$ cat config.mk
export PLATFORM = sky130hd
export DESIGN_NAME = tcw_front
export DESIGN_NICKNAME = d
export VERILOG_FILES = /design/src/sv/tcw_pkg.sv /design/src/sv/tcw_front.sv
export SDC_FILE = /design/constraint.sdc
export NUM_CORES = 1
export LEC_CHECK = 0
export ABC_AREA = 1
export BUFFER_PORTS_ARGS = -buffer_cell sky130_fd_sc_hd__buf_2
export CORE_MARGIN = 2
export CORE_UTILIZATION = 50
export CTS_CLUSTER_SIZE = 8
export DETAILED_ROUTE_END_ITERATION = 8
export HOLD_SLACK_MARGIN = 0.15
export PLACE_DENSITY_LB_ADDON = 0.25
export SLEW_MARGIN = 20
export SYNTH_ARGS = -nofsm -noshare
export SYNTH_HDL_FRONTEND = slang
export SYNTH_SLANG_ARGS = --single-unit
export TNS_END_PERCENT = 1
$ cat constraint.sdc
create_clock -name clk -period 2.38 [get_ports clk]
set_input_delay 0 -clock clk [delete_from_list [all_inputs] [get_ports clk]]
set_output_delay 0 -clock clk [all_outputs]
set_load 0.05 [all_outputs]
$ cat src/sv/tcw_pkg.sv
// Shared types and constants for the text console writer.
package tcw_pkg;

  // Opcodes of the input channel
  localparam logic [1:0] OP_PUT   = 2'd0;
  localparam logic [1:0] OP_READ  = 2'd1;
  localparam logic [1:0] OP_CLEAR = 2'd2;

  // Character codes
  localparam logic [7:0] CH_BS        = 8'h08;
  localparam logic [7:0] CH_TAB       = 8'h09;
  localparam logic [7:0] CH_LF        = 8'h0a;
  localparam logic [7:0] CH_CR        = 8'h0d;
  localparam logic [7:0] CH_COLOUR_LO = 8'h10;
  localparam logic [7:0] CH_COLOUR_HI = 8'h1f;
  localparam logic [7:0] CH_SPACE     = 8'h20;
  localparam logic [7:0] CH_DEL       = 8'h7f;

  localparam logic [7:0] COLOUR_RESET = 8'h0f;

  typedef struct packed {
    logic [1:0]  opcode;
    logic [7:0]  char_code;
    logic [10:0] cell_index;
  } in_item_t;

  typedef struct packed {
    logic [10:0] cursor_index;
    logic [7:0]  cell_char;
    logic [7:0]  cell_attr;
    logic        did_scroll;
  } out_item_t;

  // Command classes produced by the front end
  typedef enum logic [3:0] {
    CL_NOP,
    CL_PRINT,
    CL_NEWLINE,
    CL_CR,
    CL_TAB,
    CL_BS,
    CL_COLOUR,
    CL_READ,
    CL_CLEAR
  } cls_t;

  typedef struct packed {
    cls_t        cls;
    logic [7:0]  code;
    logic [10:0] index;
  } cmd_t;

  // Back-end sequencer states
  typedef enum logic [3:0] {
    BK_IDLE,
    BK_READ,
    BK_BS_WR,
    BK_SCR_RD,
    BK_SCR_WR,
    BK_SCR_CLR,
    BK_CLEAR,
    BK_DONE
  } bk_state_t;

endpackage

$ cat src/sv/tcw_front.sv
// Front end: decodes incoming transactions and queues commands for the back end.
module tcw_front (
  input  logic               clk,
  input  logic               rst_n,
  input  logic               push,
  input  tcw_pkg::in_item_t  in_item,
  output logic               full,
  output logic               cmd_valid,
  output tcw_pkg::cmd_t      cmd,
  input  logic               cmd_pop
);

  tcw_pkg::cmd_t  q_r [2];
  logic           wp_r, wp_nxt;
  logic           rp_r, rp_nxt;
  logic [1:0]     cnt_r, cnt_nxt;
  tcw_pkg::cls_t  cls;
  logic           push_ok;

  // Classify the item
  always_comb begin
    cls = tcw_pkg::CL_NOP;
    case (in_item.opcode)
      tcw_pkg::OP_PUT: begin
        if (in_item.char_code >= tcw_pkg::CH_SPACE && in_item.char_code < tcw_pkg::CH_DEL) begin
          cls = tcw_pkg::CL_PRINT;
        end else if (in_item.char_code == tcw_pkg::CH_LF) begin
          cls = tcw_pkg::CL_NEWLINE;
        end else if (in_item.char_code == tcw_pkg::CH_CR) begin
          cls = tcw_pkg::CL_CR;
        end else if (in_item.char_code == tcw_pkg::CH_TAB) begin
          cls = tcw_pkg::CL_TAB;
        end else if (in_item.char_code == tcw_pkg::CH_BS) begin
          cls = tcw_pkg::CL_BS;
        end else if (in_item.char_code >= tcw_pkg::CH_COLOUR_LO &&
                     in_item.char_code <= tcw_pkg::CH_COLOUR_HI) begin
          cls = tcw_pkg::CL_COLOUR;
        end
      end
      tcw_pkg::OP_READ:  cls = tcw_pkg::CL_READ;
      tcw_pkg::OP_CLEAR: cls = tcw_pkg::CL_CLEAR;
      default:           cls = tcw_pkg::CL_NOP;
    endcase
  end

  // Two-entry command queue
  assign full      = (cnt_r == 2'd2);
  assign push_ok   = push && !full;
  assign cmd_valid = (cnt_r != 2'd0);
  assign cmd       = q_r[rp_r];

  always_comb begin
    wp_nxt  = wp_r;
    rp_nxt  = rp_r;
    cnt_nxt = cnt_r;
    if (push_ok) begin
      wp_nxt = ~wp_r;
    end
    if (cmd_pop && cmd_valid) begin
      rp_nxt = ~rp_r;
    end
    case ({push_ok, cmd_pop && cmd_valid})
      2'b10:   cnt_nxt = cnt_r + 2'd1;
      2'b01:   cnt_nxt = cnt_r - 2'd1;
      default: cnt_nxt = cnt_r;
    endcase
  end

  always_ff @(posedge clk) begin
    if (!rst_n) begin
      wp_r  <= 1'b0;
      rp_r  <= 1'b0;
      cnt_r <= 2'd0;
    end else begin
      wp_r  <= wp_nxt;
      rp_r  <= rp_nxt;
      cnt_r <= cnt_nxt;
    end
  end

  // Queue storage
  always_ff @(posedge clk) begin
    if (push_ok) begin
      q_r[wp_r] <= '{cls: cls, code: in_item.char_code, index: in_item.cell_index};
    end
  end

endmodule

Word-level counts from Yosys, hierarchy flattened
Memories as Yosys holds them, arrays and structs flattened. A register that Yosys moved wholly into a read port is not among the register bits.
Index checks and enable logic that the tools add are counted.
- order comparisons: 4
- equality and inequality tests: 9
- muxes and demuxes: 12
- reduce and logical (&&, ||, !) cells: 8
- add/subtract/negate cells: 2
- bitwise operators: 2
- operators with widths (operator ; number):
    $eq A8 B4 Y1 const B ; 4
    $mux W3 ; 6
    $pmux W4 S3 ; 1
    $ge A8 B5 Y1 const B ; 1
    $ge A8 B6 Y1 const B ; 1
    $le A8 B5 Y1 const B ; 1
    $lt A8 B7 Y1 const B ; 1
    $eq A2 B2 Y1 const B ; 3
    $eq A2 B1 Y1 const B ; 2
    $logic_and A1 B1 Y1 ; 4
    $mux W1 ; 4
    $pmux W2 S2 ; 1
    $reduce_bool A2 Y1 ; 2
    $add A2 B1 Y2 const B ; 1
    $logic_not A2 Y1 ; 1
    $not A1 Y1 ; 2
    $sub A2 B1 Y2 const B ; 1
    $logic_not A1 Y1 ; 1
- input bits: 25
- RAM bits: 46
- memories kept: 1
- word-level logic and storage cells: 41
- output and inout bits: 25
- register bits: 4
- memory list (memory ; words ; width ; read ports ; clocked after Yosys merged registers in ; wr ports ; line ; text):
    q_r ; 2 ; 23 ; 1 ; 1 ; 1 ; tcw_front.sv:13 ; tcw_pkg::cmd_t q_r [2];

Depth between registers and ports, before layout
- depth after elaboration: 9
- mapped depth: 8
- depth with buffers taken out: 8

Worst setup path after synthesis
OpenSTA, ideal clock, no wires.
- kind: reg-to-reg
- start point: register cnt_r[0]
- end point: memory q_r[0][0] (netlist name) (enable)
- required time: 1977 ps
- stages on the path, launching flop included: 3
- buffers on the path: 0
- data arrival time: 1527 ps
- clock period less this slack: 1930 ps
- slack: 450 ps
- library setup time: 403 ps
- path through: dfxtp_1 > o21ai_2 > nor2_1
- cells in the longest elaborated chain, start to end: 5
- ends and longest elaborated chain (what ; line ; text):
    start, declared ; tcw_front.sv:16 ; logic [1:0] cnt_r, cnt_nxt;
    start signal, assigned ; tcw_front.sv:77 ; cnt_r <= cnt_nxt;
    $eq A2 B2 Y1 ; tcw_front.sv:47 ; assign full = (cnt_r == 2'd2);
    $logic_not A1 Y1 ; tcw_front.sv:48 ; assign push_ok = push && !full;
    $logic_and A1 B1 Y1 ; tcw_front.sv:48 ;
    $mux W1 ; tcw_front.sv:83 ; if (push_ok) begin
    $mux W1 (implied by the code) ; tcw_front.sv:84 ; q_r[wp_r] <= '{cls: cls, code: in_item.char_code, index: in_item.cell_index};
    end, declared ; tcw_front.sv:13 ;
Every way passes these cells.

==> flow_summary.json <==
{
  "status": "finished, final reports clean",
  "critPathLaunchType": "register",
  "yosysTopAreaCell": "edfxtp_1",
  "n_antenna_cell": 0,
  "crit_type": "reg2reg",
  "syn_to_final_growth_pct": 32.4,
  "worstPathMaxFanout": 8,
  "synth_area_per_cell_um2": 15.1,
  "hold_viol": 0,
  "track_usage": 0.165,
  "final-max-slew-violation-count": 0,
  "final_cell_area_um2": 2820,
  "synth_edf_count": 46,
  "root_buffer": "clkbuf_8",
  "cts.clk_slew.worst_paths_ps": 80,
  "grt_remaining_overflow": 0,
  "drv_cap": 0,
  "grt_max_degree": 24,
  "worstSkewPairLatency_ps": 300,
  "ys_types": 19,
  "drtAntennaViolNets": 0,
  "drc_errors": 0,
  "cts_tree": "done",
  "die_x_um": 69.2,
  "finalWorstSetupSlack_ps": 347,
  "final.min_clock_period_ps": 2030,
  "rrSetupSlack_ps": 350,
  "fp-row-count": 23,
  "layout.nets": 251,
  "whs_path_depth": 2,
  "fin_crit_sh": 0.854,
  "drt_iter0_drc": 77,
  "ys_seq_area_frac": 0.696,
  "clockBufferDepth": 2,
  "arrival_ps": 2220,
  "vias_per_cell": 5.02,
  "worst_slew_pin_slew_ps": 448,
  "htreeDepth": 2,
  "worstHoldEndpoint": "q_r[1][10]",
  "dieArea_um2": 4790,
  "rsz0062_at_grt": "false",
  "fmax_mhz": 492,
  "grt_pass1_vias": 1346,
  "power_density_nw_per_um2": 917,
  "yosys_warnings": 0,
  "portBuffers": 49,
  "dpl-instance-area_um2": 2440,
  "route.vias.total": 1381,
  "required_ps": 2570,
  "min_from": "in_item[10]",
  "async_reset_ff_frac": 0,
  "layout-drive-gt1-share": 0.396,
  "core_um2": 4060,
  "synthTopCellsByCount": "edfxtp_1, mux2_4, nand2_1",
  "yosysMostFrequentCell": "edfxtp_1",
  "syn_area_um2": 2130,
  "synth_area_leaders": "edfxtp_1, mux2_4, dfxtp_1",
  "reg2reg_from": "cnt_r[0]",
  "rr_worst_depth": 5,
  "first_pass_iters": 4,
  "slew_headroom": 0.701,
  "setup_tns_ps": 0,
  "antenna_found_initial": 0,
  "grt_first_pass_wirelength_um": 5980,
  "finalClockSkew_ps": 5.25,
  "drt_wl_total_um": 3850,
  "synth-seq-cells": 51,
  "synth_ff_type": "edfxtp_1",
  "synth_top_area_share": 0.649,
  "start_util": 0.525,
  "ios": 50,
  "peakVddDrop_mv": 0.837,
  "cp-end-kind": "register",
  "synth_fp_nets": 167,
  "post-place-ws_ps": 748,
  "wl_per_cell_um": 14.0,
  "hpwl_um": 2650,
  "die_h_um": 69.2,
  "routabilityCongestion": 0.736,
  "synthesis.instances": 141,
  "min_path_type": "in2reg",
  "finalSetupViolCount": 0,
  "cts_buffers": 5,
  "p_leak_nw": 1.17,
  "clock_sinks": 51
}
-- cell usage in the layout (no fill, tap or decap) --
master         instances
a21oi_1                6
buf_2                 49
buf_4                  3
bufinv_16              1
clkbuf_8               5
clkinvlp_4             1
dfxtp_1                5
dlygate4sd3_1         27
edfxtp_1              46
ha_1                   1
inv_1                 12
inv_2                  1
mux2_2                 3
mux2_4                20
nand2_1               19
nand3_1                1
nand4_1                1
nor2_1                11
nor2_2                 2
nor3_1                 1
o21a_2                 1
o21ai_0                4
o21ai_1                2
o21ai_2                2
or2_2                  1
-- power breakdown --
part	internal, W	switching (W)
combinational	0.000300	0.000580
clock	0.000307	0.000258
sequential	0.00110	0.0000422
-- how the worst max path moves through the flow --
stage	slack [ps]	endpoint	startpoint
floorplan	450	q_r[0][0]	cnt_r[0]
global placement	830	q_r[0][20]	cnt_r[0]
detailed placement	750	q_r[0][11]	cnt_r[0]
CTS	370	register	cnt_r[0]
global route	260	register	cnt_r[0]
finish	350	register	cnt_r[0]
-- final cells by class --
type / count / area (µm²)
Tap cell: 50 / 62.6
Clock inverter: 2 / 37.5
Clock buffer: 5 / 68.8
Inverter: 13 / 48.8
Fill cell: 282 / 1240
Multi-Input combinational cell: 75 / 581
Sequential cell: 51 / 1480
Timing Repair Buffer: 79 / 538
-- metal layers --
metal,global-route usage,share of wire
met2,0.290,0.51
met5,0,0
met3,0.0581,0.064
met4,0.0632,0.017
met1,0.182,0.40
-- worst max-delay path, stage by stage, from the launching register on --
cell	delay (ps)
dfxtp_1	380
o21a_2	270
o21ai_2	110
dlygate4sd3_1	580
a21oi_1	50
dlygate4sd3_1	550
-- cell families (layout without fill, tap and decap cells) --
| group | count (synthesis) | in the layout | synth area share |
|---|---|---|---|
| flip-flops | 51 | 51 | 0.696 |
| AND/OR/NAND/NOR | 36 | 36 | 0.0670 |
| multiplexers | 23 | 23 | 0.157 |
| AO/OA/AOI/OAI | 15 | 15 | 0.0406 |
| buffers and inverters | 15 | 99 | 0.0335 |
| adder cells (fa/ha/maj) | 1 | 1 | 0.00588 |
-- registers in the layout, summed over array words and instances (netlist names), named ones only --
register  count
rp_r          1
q_r          46
wp_r          1
cnt_r         2
-- per-stage QoR --
step                      hold WS (ps)  cells  total power (W)  utilization
after global placement             189    241          0.00198        0.602
after CTS                          418    275          0.00260        0.694
after floorplan                   98.9    141          0.00185            -
after detailed placement           191    241          0.00200        0.602
after global routing               410    275          0.00269        0.694
final                              422    275          0.00258        0.694
-- what timing repair did --
action	in CTS	in global routing
endpoints found under the hold margin	51	0
resized for setup	0	0
hold buffers	27	0
buffers inserted	0	0
(Power assumes the default switching activity.)
